## src/hdl/pavs_pkg.sv

```systemverilog
// Package for the polygon area vector sum block: widths, queue word type,
// back-end state enum and small saturation helpers.
// No dependencies; imported by every module under hdl/.
package pavs_pkg;

    localparam int COORD_BITS     = 16;
    localparam int PROD_BITS      = 2 * COORD_BITS;
    localparam int CROSS_BITS     = PROD_BITS + 1;
    localparam int SUM_BITS       = 42;
    localparam int TOTAL_BITS     = 48;
    localparam int AREA_BITS      = 46;
    localparam int HALF_BITS      = SUM_BITS / 2;
    localparam int ACC_BITS       = 2 * SUM_BITS;
    localparam int RAD_BITS       = 2 * AREA_BITS;
    localparam int REM_BITS       = AREA_BITS + 3;
    localparam int IN_TDATA_BITS  = ((3 * COORD_BITS + 7) / 8) * 8;
    localparam int OUT_TDATA_BITS = ((AREA_BITS + TOTAL_BITS + 7) / 8) * 8;
    localparam int FIFO_DEPTH_DEF = 4;

    // one finished ring, as handed from front to back
    typedef struct packed {
        logic                       pend;
        logic signed [SUM_BITS-1:0] sx;
        logic signed [SUM_BITS-1:0] sy;
        logic signed [SUM_BITS-1:0] sz;
    } t_ring_sum;

    typedef enum logic [2:0] {
        ST_IDLE,
        ST_LOAD,
        ST_MUL,
        ST_DRAIN,
        ST_ROOT,
        ST_TOTAL
    } t_back_state;

    function automatic logic signed [SUM_BITS-1:0] sat_sum(
        input logic signed [SUM_BITS:0] v
    );
        logic signed [SUM_BITS-1:0] r;
        if (v[SUM_BITS] != v[SUM_BITS-1]) begin
            r = v[SUM_BITS] ? {1'b1, {(SUM_BITS-1){1'b0}}} : {1'b0, {(SUM_BITS-1){1'b1}}};
        end else begin
            r = v[SUM_BITS-1:0];
        end
        return r;
    endfunction

    function automatic logic signed [TOTAL_BITS-1:0] sat_total(
        input logic signed [TOTAL_BITS:0] v
    );
        logic signed [TOTAL_BITS-1:0] r;
        if (v[TOTAL_BITS] != v[TOTAL_BITS-1]) begin
            r = v[TOTAL_BITS] ? {1'b1, {(TOTAL_BITS-1){1'b0}}}
                              : {1'b0, {(TOTAL_BITS-1){1'b1}}};
        end else begin
            r = v[TOTAL_BITS-1:0];
        end
        return r;
    endfunction

endpackage

```

## src/hdl/pavs_fifo.sv

```systemverilog
// Ring queue between front and back: small memory with registered read.
// Depends on pavs_pkg.
module pavs_fifo #(
    parameter int DEPTH = pavs_pkg::FIFO_DEPTH_DEF
) (
    input  logic                         i_clk,
    input  logic                         i_rst_n,
    input  logic                         i_push,
    input  pavs_pkg::t_ring_sum          i_push_data,
    input  logic                         i_pop,
    output pavs_pkg::t_ring_sum          o_pop_data,
    output logic [$clog2(DEPTH+1)-1:0]   o_count,
    output logic                         o_empty
);
    import pavs_pkg::*;

    localparam int PW = $clog2(DEPTH);
    localparam int CW = $clog2(DEPTH + 1);

    t_ring_sum       r_mem [DEPTH];
    t_ring_sum       r_rd_data;
    logic [PW-1:0]   r_wr_ptr, r_rd_ptr;
    logic [CW-1:0]   r_count;

    assign o_pop_data = r_rd_data;
    assign o_count    = r_count;
    assign o_empty    = (r_count == '0);

    always_ff @(posedge i_clk) begin
        if (i_push) begin
            r_mem[r_wr_ptr] <= i_push_data;
        end
        if (i_pop) begin
            r_rd_data <= r_mem[r_rd_ptr];
        end
    end

    always_ff @(posedge i_clk) begin
        if (!i_rst_n) begin
            r_wr_ptr <= '0;
            r_rd_ptr <= '0;
            r_count  <= '0;
        end else begin
            if (i_push) begin
                r_wr_ptr <= (r_wr_ptr == PW'(DEPTH - 1)) ? '0 : r_wr_ptr + 1'b1;
            end
            if (i_pop) begin
                r_rd_ptr <= (r_rd_ptr == PW'(DEPTH - 1)) ? '0 : r_rd_ptr + 1'b1;
            end
            case ({i_push, i_pop})
                2'b10:   r_count <= r_count + 1'b1;
                2'b01:   r_count <= r_count - 1'b1;
                default: r_count <= r_count;
            endcase
        end
    end

`ifndef SYNTH
    a_no_push_full: assert property (@(posedge i_clk) disable iff (!i_rst_n)
        i_push |-> (r_count != CW'(DEPTH)) || i_pop)
        else $error("ring queue overflow");

    a_no_pop_empty: assert property (@(posedge i_clk) disable iff (!i_rst_n)
        i_pop |-> (r_count != '0))
        else $error("ring queue underflow");
`endif

endmodule

```

## config.mk

```make
export PLATFORM = sky130hd
export DESIGN_NAME = pavs_fifo
export DESIGN_NICKNAME = d
export VERILOG_FILES = /design/src/hdl/pavs_pkg.sv /design/src/hdl/pavs_fifo.sv
export SDC_FILE = /design/constraint.sdc
export NUM_CORES = 1
export LEC_CHECK = 0
export ABC_AREA = 1
export BUFFER_PORTS_ARGS = -buffer_cell sky130_fd_sc_hd__buf_4
export CAP_MARGIN = 30
export CORE_UTILIZATION = 55
export CTS_CLUSTER_SIZE = 14
export DETAILED_ROUTE_END_ITERATION = 7
export PLACE_DENSITY = 0.76
export SETUP_SLACK_MARGIN = 0.4
export SLEW_MARGIN = 20
export SYNTH_ARGS = -nofsm -noshare
export SYNTH_HDL_FRONTEND = slang
export SYNTH_SLANG_ARGS = --single-unit
```

## constraint.sdc

```tcl
create_clock -name i_clk -period 4.4 [get_ports i_clk]
set_input_delay 0.44 -clock i_clk [delete_from_list [all_inputs] [get_ports i_clk]]
set_output_delay 0.44 -clock i_clk [all_outputs]
set_load 0.03 [all_outputs]
```

==> impl_metrics.tcl <==
set metrics [dict create \
    worst-setup-path-type "reg2reg" \
    critPathMaxStageDelay_ns 0.68 \
    synthAdderAreaFrac_pct 0.414 \
    ios 262 \
    antenna_found_initial 3 \
    cts_resized 0 \
    p_per_area_nw_per_um2 484 \
    worst_slack_ns 1.86 \
    cellLeakagePower_nw 9.64 \
    die_w_um 206 \
    yosys.area_share.simple_pct 4.45 \
    synth_top_cell_area_share_pct 83.1 \
    first_iter_violations 1299 \
    crit_chain "inv_6, buf_4, o21ai_0, o22ai_1" \
    drive_gt1_share_pct 20.9 \
    synth_edf_count 635 \
    skew_ns 0.0233 \
    grt_pass1_wl_um 72500 \
    clock_path_buffers 3 \
    grt_start_max_net_pins 155 \
    grt_pass1_vias 13100 \
    synth_cell_types 19 \
    setup_violations 0 \
    cts_made_buffers 61 \
    nets 1856 \
    yosysSeqAreaShare_pct 83.7 \
    gp_congestion 0.759 \
    gr-total-overflow 0 \
    hold_buffers 49 \
    syn_nets 1550 \
    cts_setup_buffers 0 \
    cp_max_fo 125 \
    synth.area.mux_share_pct 0 \
    synth.area.top_cells "edfxtp_1 (83%), o21ai_0 (5.5%), nor2_1 (4.2%)" \
    worstSetupStartpointType "register" \
    slew_violations 0 \
    vias 13400 \
    synth_most_common_cell "edfxtp_1" \
    synthCells 1412 \
    dp_slack_ns 1.83 \
    fp-row-count 74 \
    period_share_pct 57.6 \
    status "complete, but fails checks" \
    synth.ff_latch_count 642 \
    rsz0062_at_grt "no" \
    tightest_slew_ns 0.959 \
    die_y_um 206 \
    syn_avg_cell_area_sq_um 16.3 \
    ys.flop_type "edfxtp_1" \
    hp-class "in2reg" \
    insertion_delay_ns 0.62 \
    synth_top_family_by_area "compound AO/OA/AOI/OAI gates" \
    htree_levels 2 \
    port-buffer-count 261 \
    clock-sinks 642 \
    wirelength_um 49200 \
    grt_usage_pct 22.9 \
    area_growth_pct 20.9 \
    cp_data_required_time_ns 4.83 \
    cts-root-buf "clkbuf_16" \
    hpwl_um 26000 \
    fmax_mhz 394 \
    vdd_drop_max_v 0.000381 \
    async_reset_ff_share_pct 0 \
    route.detailed.drc 26 \
    synthesis.area_sq_um 22900 \
    ant_nets 0 \
    viasPerCell 5.81 \
    synth_compound_area_share_pct 9.22 \
    hold_viol_final 0 \
    fin_util_pct 67.7 \
    wl_per_cell_um 21.4 \
    violations "DRC" \
    worst_setup_path_end_kind "register" \
    yosys.area.top_type "edfxtp_1" \
    tns_ns 0 \
    clk_pin_slew_ns 0.06 \
    slowest_stage "inv_6" \
    dieArea_sq_um 42500 \
    coreArea_sq_um 41000 \
    initial_utilization_pct 55.9 \
    critPathArrivalTime_ns 2.96 \
    cts_tree "done" \
    maxCapViolCount 0 \
    finalCriticalPeriod_ns 2.54 \
    slew_headroom_pct 36.0 \
    total_power_mw 13.4 \
    yosys.area_share.xor_xnor_pct 0 \
    dr.pass1.iters 7 \
    yosysWarnings 0 \
    synth_common_cells "edfxtp_1 (635), nor2_1 (257), o21ai_0 (254)" \
]
==> final cells by class <==
cell class,count,area [sq um]
tap,532,666
clock buffer,86,1690
sequential,642,19200
multi-input combinational,668,3230
fill,2674,13300
inverter,18,95.1
clock inverter,24,175
timing repair buffer,327,2670
antenna,3,7.51
==> per-layer routing <==
layer / wire length [um] / vias to the layer above / global-route usage, %
met3: 3870 / 90 / 3.74
met1: 19200 / 6676 / 29.5
met2: 24900 / 603 / 38.7
met5: 0 / - / 0
li1: - / 5995 / -
met4: 1320 / 0 / 9.61
==> final timing paths <==
kind	endpoint	slack [ns]	cells past startpoint	start
worst max register to register	o_pop_data[46]$_DFFE_PP_	1.86	4	r_rd_ptr[0]$_SDFFE_PN0P_
worst max-delay path	o_pop_data[46]$_DFFE_PP_	1.86	4	r_rd_ptr[0]$_SDFFE_PN0P_
worst min register to register	o_count[2]$_SDFFE_PN0P_	0.55	4	o_count[2]$_SDFFE_PN0P_
worst min-delay path	r_mem[1][6]$_DFFE_PP_	0.03	1	i_push_data[6]
==> cell families after synthesis <==
logic type / Yosys count
and+or+nand+nor: 270
DFF: 642
AOI/OAI and AO/OA: 391
adders and majority gates: 7
buffers and inverters: 102
==> state kept, by name, summed over array words and instances (netlist names) <==
| signal | flops |
|---|---|
| o_pop_data | 127 |
| o_count | 3 |
| r_mem | 508 |
| r_rd_ptr | 2 |
| r_wr_ptr | 2 |
==> placed cells by master, fill, tap and decap left out <==
master,n
ha_1,6
clkbuf_16,63
o22ai_1,127
buf_4,271
bufinv_16,2
dlygate4sd3_1,49
o21ai_1,4
fa_1,1
o21ai_0,254
nand3_1,1
nand4_1,1
buf_16,2
dfxtp_4,2
a21oi_1,6
nor2_1,257
edfxtp_1,635
inv_4,1
clkinvlp_4,1
buf_6,1
inv_6,8
nand2_1,8
clkbuf_1,20
diode_2,3
clkbuf_8,3
dfxtp_1,5
nor3_1,3
buf_12,4
clkinv_2,11
inv_1,12
clkinv_1,7
==> power by group <==
group	leakage [nW]	switching [mW]	total, mW	internal, mW
clock network	0.918	2.14	4.93	2.79
registers	5.97	0.125	7.24	7.12
logic	2.75	0.843	1.27	0.424
==> stage by stage <==
stage                     hold WS [ns]  std cells  area [sq um]
after global routing           0.00348       2300         27800
final                           0.0317       2300         27800
after detailed placement         0.545       2138         25400
after floorplan                  0.490       1412         22900
after global placement           0.507       2136         25300
after CTS                     0.000532       2297         27700
==> critical path: cells and delay by family, from the launching register on <==
family                 cells  cell delay, ns
AOI/OAI and AO/OA          2            0.43
buffers and inverters      2            1.36
DFF                        1            0.50
No activity file was read; power rests on OpenSTA's default activity.
