## src/hdl/pavs_pkg.sv

```systemverilog
// Package for the polygon area vector sum block: widths, queue word type,
// back-end state enum and small saturation helpers.
// No dependencies; imported by every module under hdl/.
package pavs_pkg;

    localparam int COORD_BITS     = 16;
    localparam int PROD_BITS      = 2 * COORD_BITS;
    localparam int CROSS_BITS     = PROD_BITS + 1;
    localparam int SUM_BITS       = 42;
    localparam int TOTAL_BITS     = 48;
    localparam int AREA_BITS      = 46;
    localparam int HALF_BITS      = SUM_BITS / 2;
    localparam int ACC_BITS       = 2 * SUM_BITS;
    localparam int RAD_BITS       = 2 * AREA_BITS;
    localparam int REM_BITS       = AREA_BITS + 3;
    localparam int IN_TDATA_BITS  = ((3 * COORD_BITS + 7) / 8) * 8;
    localparam int OUT_TDATA_BITS = ((AREA_BITS + TOTAL_BITS + 7) / 8) * 8;
    localparam int FIFO_DEPTH_DEF = 4;

    // one finished ring, as handed from front to back
    typedef struct packed {
        logic                       pend;
        logic signed [SUM_BITS-1:0] sx;
        logic signed [SUM_BITS-1:0] sy;
        logic signed [SUM_BITS-1:0] sz;
    } t_ring_sum;

    typedef enum logic [2:0] {
        ST_IDLE,
        ST_LOAD,
        ST_MUL,
        ST_DRAIN,
        ST_ROOT,
        ST_TOTAL
    } t_back_state;

    function automatic logic signed [SUM_BITS-1:0] sat_sum(
        input logic signed [SUM_BITS:0] v
    );
        logic signed [SUM_BITS-1:0] r;
        if (v[SUM_BITS] != v[SUM_BITS-1]) begin
            r = v[SUM_BITS] ? {1'b1, {(SUM_BITS-1){1'b0}}} : {1'b0, {(SUM_BITS-1){1'b1}}};
        end else begin
            r = v[SUM_BITS-1:0];
        end
        return r;
    endfunction

    function automatic logic signed [TOTAL_BITS-1:0] sat_total(
        input logic signed [TOTAL_BITS:0] v
    );
        logic signed [TOTAL_BITS-1:0] r;
        if (v[TOTAL_BITS] != v[TOTAL_BITS-1]) begin
            r = v[TOTAL_BITS] ? {1'b1, {(TOTAL_BITS-1){1'b0}}}
                              : {1'b0, {(TOTAL_BITS-1){1'b1}}};
        end else begin
            r = v[TOTAL_BITS-1:0];
        end
        return r;
    endfunction

endpackage

```

## src/hdl/pavs_back.sv

```systemverilog
// Back end: squares the ring sum over a shared 21x21 multiplier, takes the
// integer square root one bit per cycle, updates the polygon total and
// holds the result word for the output. Depends on pavs_pkg.
module pavs_back (
    input  logic                                i_clk,
    input  logic                                i_rst_n,
    input  logic                                i_empty,
    output logic                                o_pop,
    input  pavs_pkg::t_ring_sum                 i_pop_data,
    output logic                                m_axis_tvalid,
    input  logic                                m_axis_tready,
    output logic [pavs_pkg::OUT_TDATA_BITS-1:0] m_axis_tdata,  // ring_area, polygon_area
    output logic                                m_axis_tlast   // polygon closed
);
    import pavs_pkg::*;

    localparam int CNT_BITS = $clog2(AREA_BITS);
    localparam int SH_BITS  = $clog2(SUM_BITS + 1);

    t_back_state r_state, n_state;

    logic                         r_pend;
    logic [SUM_BITS-1:0]          r_mag_x, r_mag_y, r_mag_z;
    logic [1:0]                   r_comp, r_part;
    logic [SUM_BITS-1:0]          r_prod;
    logic [SH_BITS-1:0]           r_prod_sh;
    logic                         r_prod_valid;
    logic [ACC_BITS-1:0]          r_acc;
    logic [RAD_BITS-1:0]          r_rad;
    logic [REM_BITS-1:0]          r_rem;
    logic [AREA_BITS-1:0]         r_root;
    logic [CNT_BITS-1:0]          r_cnt;
    logic signed [TOTAL_BITS-1:0] r_total;
    logic                         r_ext;
    logic                         r_out_valid, r_out_last;
    logic [AREA_BITS-1:0]         r_out_area;
    logic signed [TOTAL_BITS-1:0] r_out_total;

    logic                         w_issue, w_out_load, w_last_issue;
    logic [SUM_BITS-1:0]          w_m;
    logic [HALF_BITS-1:0]         w_op_a, w_op_b;
    logic [SH_BITS-1:0]           w_sh;
    logic [ACC_BITS-1:0]          w_acc_next;
    logic [REM_BITS-1:0]          w_rem_sh, w_trial;
    logic signed [TOTAL_BITS:0]   w_t;
    logic signed [TOTAL_BITS-1:0] w_total_sat;

    function automatic logic [SUM_BITS-1:0] mag(input logic signed [SUM_BITS-1:0] v);
        return v[SUM_BITS-1] ? SUM_BITS'(-v) : SUM_BITS'(v);
    endfunction

    assign w_last_issue = (r_comp == 2'd2) && (r_part == 2'd2);

    // next state
    always_comb begin
        n_state = r_state;
        case (r_state)
            ST_IDLE:  if (!i_empty) n_state = ST_LOAD;
            ST_LOAD:  n_state = ST_MUL;
            ST_MUL:   if (w_last_issue) n_state = ST_DRAIN;
            ST_DRAIN: n_state = ST_ROOT;
            ST_ROOT:  if (r_cnt == CNT_BITS'(AREA_BITS - 1)) n_state = ST_TOTAL;
            ST_TOTAL: if (!r_out_valid || m_axis_tready) n_state = ST_IDLE;
            default:  n_state = ST_IDLE;
        endcase
    end

    // control outputs
    always_comb begin
        o_pop      = 1'b0;
        w_issue    = 1'b0;
        w_out_load = 1'b0;
        case (r_state)
            ST_IDLE:  o_pop = !i_empty;
            ST_MUL:   w_issue = 1'b1;
            ST_TOTAL: w_out_load = !r_out_valid || m_axis_tready;
            default: begin
                o_pop = 1'b0;
            end
        endcase
    end

    // m^2 = hi^2 << 42 + 2*hi*lo << 21 + lo^2
    always_comb begin
        case (r_comp)
            2'd0:    w_m = r_mag_x;
            2'd1:    w_m = r_mag_y;
            default: w_m = r_mag_z;
        endcase
        case (r_part)
            2'd0: begin
                w_op_a = w_m[HALF_BITS-1:0];
                w_op_b = w_m[HALF_BITS-1:0];
                w_sh   = '0;
            end
            2'd1: begin
                w_op_a = w_m[SUM_BITS-1:HALF_BITS];
                w_op_b = w_m[HALF_BITS-1:0];
                w_sh   = SH_BITS'(HALF_BITS + 1);
            end
            default: begin
                w_op_a = w_m[SUM_BITS-1:HALF_BITS];
                w_op_b = w_m[SUM_BITS-1:HALF_BITS];
                w_sh   = SH_BITS'(SUM_BITS);
            end
        endcase
    end

    assign w_acc_next = r_prod_valid ? r_acc + (ACC_BITS'(r_prod) << r_prod_sh) : r_acc;

    // restoring square root, two radicand bits per step
    assign w_rem_sh = {r_rem[REM_BITS-3:0], r_rad[RAD_BITS-1 -: 2]};
    assign w_trial  = REM_BITS'({r_root, 2'b01});

    always_comb begin
        if (r_ext) begin
            w_t = (TOTAL_BITS+1)'(r_total) + $signed({3'b000, r_root});
        end else begin
            w_t = (TOTAL_BITS+1)'(r_total) - $signed({3'b000, r_root});
        end
        w_total_sat = sat_total(w_t);
    end

    assign m_axis_tvalid = r_out_valid;
    assign m_axis_tlast  = r_out_last;
    assign m_axis_tdata  = OUT_TDATA_BITS'({r_out_total, r_out_area});

    always_ff @(posedge i_clk) begin
        if (!i_rst_n) begin
            r_state      <= ST_IDLE;
            r_prod_valid <= 1'b0;
            r_total      <= '0;
            r_ext        <= 1'b1;
            r_out_valid  <= 1'b0;
        end else begin
            r_state      <= n_state;
            r_prod_valid <= w_issue;
            if (w_out_load) begin
                r_total     <= r_pend ? '0 : w_total_sat;
                r_ext       <= r_pend;
                r_out_valid <= 1'b1;
            end else if (m_axis_tready) begin
                r_out_valid <= 1'b0;
            end
        end
    end

    always_ff @(posedge i_clk) begin
        if (r_state == ST_LOAD) begin
            r_pend  <= i_pop_data.pend;
            r_mag_x <= mag(i_pop_data.sx);
            r_mag_y <= mag(i_pop_data.sy);
            r_mag_z <= mag(i_pop_data.sz);
            r_comp  <= '0;
            r_part  <= '0;
            r_acc   <= '0;
        end else begin
            r_acc <= w_acc_next;
        end
        if (w_issue) begin
            r_prod    <= w_op_a * w_op_b;
            r_prod_sh <= w_sh;
            if (r_part == 2'd2) begin
                r_part <= '0;
                r_comp <= r_comp + 1'b1;
            end else begin
                r_part <= r_part + 1'b1;
            end
        end
        if (r_state == ST_DRAIN) begin
            // times 64 for Q4 of the half length
            r_rad  <= RAD_BITS'({w_acc_next, 6'b0});
            r_rem  <= '0;
            r_root <= '0;
            r_cnt  <= '0;
        end else if (r_state == ST_ROOT) begin
            r_rad <= r_rad << 2;
            r_cnt <= r_cnt + 1'b1;
            if (w_rem_sh >= w_trial) begin
                r_rem  <= w_rem_sh - w_trial;
                r_root <= {r_root[AREA_BITS-2:0], 1'b1};
            end else begin
                r_rem  <= w_rem_sh;
                r_root <= {r_root[AREA_BITS-2:0], 1'b0};
            end
        end
        if (w_out_load) begin
            r_out_area  <= r_root;
            r_out_total <= w_total_sat;
            r_out_last  <= r_pend;
        end
    end

`ifndef SYNTH
    a_load_after_pop: assert property (@(posedge i_clk) disable iff (!i_rst_n)
        (r_state == ST_LOAD) |-> ($past(r_state) == ST_IDLE))
        else $error("load without a queue pop");

    a_rad_consumed: assert property (@(posedge i_clk) disable iff (!i_rst_n)
        (r_state == ST_ROOT && n_state == ST_TOTAL) |=> (r_rad == '0))
        else $error("root finished with radicand bits left");

    a_exterior_total: assert property (@(posedge i_clk) disable iff (!i_rst_n)
        (w_out_load && r_ext) |=> (r_out_total == {2'b00, r_out_area}))
        else $error("exterior ring total differs from its area");
`endif

endmodule
```

## config.mk

```make
export PLATFORM = sky130hd
export DESIGN_NAME = pavs_back
export DESIGN_NICKNAME = d
export VERILOG_FILES = /design/src/hdl/pavs_pkg.sv /design/src/hdl/pavs_back.sv
export SDC_FILE = /design/constraint.sdc
export NUM_CORES = 2
export LEC_CHECK = 0
export BUFFER_PORTS_ARGS = -buffer_cell sky130_fd_sc_hd__buf_2
export CORE_MARGIN = 2
export CORE_UTILIZATION = 45
export DETAILED_ROUTE_END_ITERATION = 12
export RECOVER_POWER = 100
export REMOVE_ABC_BUFFERS = 1
export SLEW_MARGIN = 20
export SYNTH_ARGS = -nofsm -noshare
export SYNTH_HDL_FRONTEND = slang
export SYNTH_SLANG_ARGS = --single-unit
```

## constraint.sdc

```tcl
create_clock -name i_clk -period 7.9 [get_ports i_clk]
set_clock_uncertainty 0.05 [all_clocks]
set_input_delay 0 -clock i_clk [delete_from_list [all_inputs] [get_ports i_clk]]
set_output_delay 0 -clock i_clk [all_outputs]
set_load 0.1 [all_outputs]
```

==> impl_metrics.tcl <==
set metrics [dict create \
    worstPathArrival_ps 8340 \
    yosys_warnings 0 \
    met3_length_mm 8.57 \
    reg2reg_depth 31 \
    ys_types 83 \
    synthMuxAreaShare 0.0243 \
    hold_class "primary input to flip-flop" \
    synthAdderAreaFrac 0.230 \
    track_usage 0.272 \
    drt_iter0_markers 3579 \
    postSynthAreaPerCell_um2 8.95 \
    numPortBuffers 227 \
    synth_xor_area_frac 0.0633 \
    synth-compound-area-share 0.171 \
    diodes 0 \
    core_mm2 0.111 \
    numCtsBuffers 71 \
    cts.reportedPaths.clkPinSlew_ps 60 \
    cts_sinks 594 \
    final_util 0.554 \
    cp_slowest_stage_delay_ps 610 \
    start_util 0.455 \
    fmax_ghz 0.127 \
    wl_per_cell_um 20.3 \
    vias_per_cell 5.54 \
    n_fill_cell 10200 \
    max-cap-violations 3 \
    antenna_found_initial 2 \
    vias 43400 \
    setup_viol 0 \
    holdPathStages 3 \
    ys_seq_area_frac 0.305 \
    rsz0062_at_grt "true" \
    nets 7126 \
    ioPinCount 230 \
    start_kind "flip-flop" \
    areaGrowthSynthToFinish_pct 21.6 \
    wl_met2_mm 73.9 \
    dieArea_mm2 0.115 \
    drive_gt1_frac 0.139 \
    period_share 0.996 \
    netlist_instances 5646 \
    slew_headroom -0.733 \
    cp_slowest_cell "or4b_2" \
    post-dp-hpwl_mm 124 \
    cts_root_buf "clkbuf_16" \
    status "finished, violations left" \
    drc 0 \
    place.gp.congestion 0.939 \
    grt_overflow 0 \
    criticalPathCategory "flip-flop to flip-flop" \
    cts_max_level 3 \
    grt_max_degree 138 \
    drt_wl_total_mm 159 \
    detail_route.first_pass.iterations 6 \
    async_flop_share 0 \
    slew_violations 133 \
    antenna_left 0 \
    insertion_delay_ps 670 \
    num_rows 122 \
    cp_common_cell "fa_1" \
    die_y_um 339 \
    worstPathMaxFanout 10 \
    post-route-min-period_ps 7870 \
    synth_area_mm2 0.0505 \
    required_ps 8370 \
    synthSimpleGateAreaFrac 0.144 \
    synth_edf_count 353 \
    synthFlopType "edfxtp_1" \
    hold_viol 0 \
    end_kind "flip-flop" \
    first_global_vias 42900 \
    synth_seq_cells 594 \
    grt_pass1_wl_mm 246 \
    top_layer_used "met5" \
    die_w_um 339 \
    cts_tree "yes" \
    regToRegSetupSlack_ps 30 \
    violations "max-capacitance violations, max-slew violations" \
    synth_top_family_by_area "adder cells" \
    wl_met1_mm 69.8 \
    clock_path_buffers 3 \
    tightest_slew_ps 2600 \
]
[Yosys cell counts (133+ instances only)]
library cell	count	area share
a21o_1	133	0.020
inv_1	529	0.039
edfxtp_1	353	0.21
ha_1	344	0.085
nor2_1	617	0.046
a21oi_1	360	0.036
o21ai_0	379	0.038
nand2_1	595	0.044
dfxtp_1	241	0.095
xnor2_1	281	0.049
clkbuf_1	274	0.020
fa_1	360	0.14
[cell type report]
type                            instances  area, um2  share of cell area
Clock buffer                           84       1880              0.0305
Multi-Input combinational cell       4218      32700               0.532
Clock inverter                         48        709              0.0115
Sequential cell                       594      15400               0.251
Tap cell                             1488       1860              0.0303
Inverter                              535       2020              0.0329
Timing Repair Buffer                  871       6850               0.111
[stage by stage]
step | setup TNS, ps | hold slack [ps] | cells | worst slack, ps | cell area (um2)
after global placement | -2030 | 144 | 7432 | -343 | 55400
after global routing | -1450 | 99.9 | 7838 | -251 | 61400
after floorplan | -38500 | 26.2 | 5347 | -1950 | 49400
after CTS | -101 | 6.57 | 7820 | -67.8 | 61000
final | 0 | 75.1 | 7838 | 31.3 | 61400
after detailed placement | -3000 | 138 | 7432 | -435 | 55400
[kinds of logic after synthesis]
logic type / count (synthesis)
AND/OR/NAND/NOR: 1638
AO/OA/AOI/OAI: 1378
buffers and inverters: 835
adder cells (fa/ha/maj): 715
flip-flops: 594
XOR/XNOR: 365
multiplexers: 120
other: 1
[timing repair]
item                                    CTS  global route
gates cloned                              4             0
hold buffers                            232             0
endpoints found under the hold margin   134             0
buffers inserted                         20            19
pin swaps                                42            80
endpoints found under the setup margin   15            18
gates resized for setup                 109           122
[state kept, by name, summed over array words and instances, names as in the netlist, 2 cells and up]
register	count
r_rad	86
r_acc	84
r_out_total	48
r_total	48
r_rem	47
r_out_area	46
r_root	46
r_mag_x	42
r_mag_y	42
r_mag_z	42
r_prod	42
r_cnt	6
r_prod_sh	3
r_state	3
r_comp	2
r_part	2
[path summary, 6_finish.rpt]
check,startpoint,to
worst min register to register,r_root[10]$_SDFFE_PP0P_,r_out_area[10]$_DFFE_PP_
worst max-delay path,r_comp[1]$_DFF_P_,r_prod[31]$_DFFE_PP_
worst max register to register,r_comp[1]$_DFF_P_,r_prod[31]$_DFFE_PP_
worst min-delay path,i_pop_data[41],r_mag_z[6]$_DFFE_PP_
[layout by cell type, fill, tap and decap left out, types with 123 or more instances in the layout]
cell,instances
a21o_1,127
edfxtp_1,353
a21oi_1,329
ha_1,330
nand2_1,572
fa_1,350
xnor2_1,281
buf_4,358
dfxtp_1,238
inv_1,518
o21ai_0,360
buf_2,123
dlygate4sd3_1,232
nor2_1,588
[metal layers]
metal	vias up	GRT usage
met4	4	0.105
met1	21000	0.360
met3	297	0.0349
met5	-	0
met2	1365	0.452
li1	20800	-
[critical path: cells and delay by family, from the launching register on]
family / cells / cell delay (ps)
AOI/OAI and AO/OA: 7 / 1410
adders and majority gates: 9 / 3980
buffers and inverters: 10 / 970
DFF: 1 / 350
and+or+nand+nor: 5 / 960
Power is left out: the tool's default activity adds up to more than one toggle a clock period on the data nets, which glitch-free logic cannot reach.
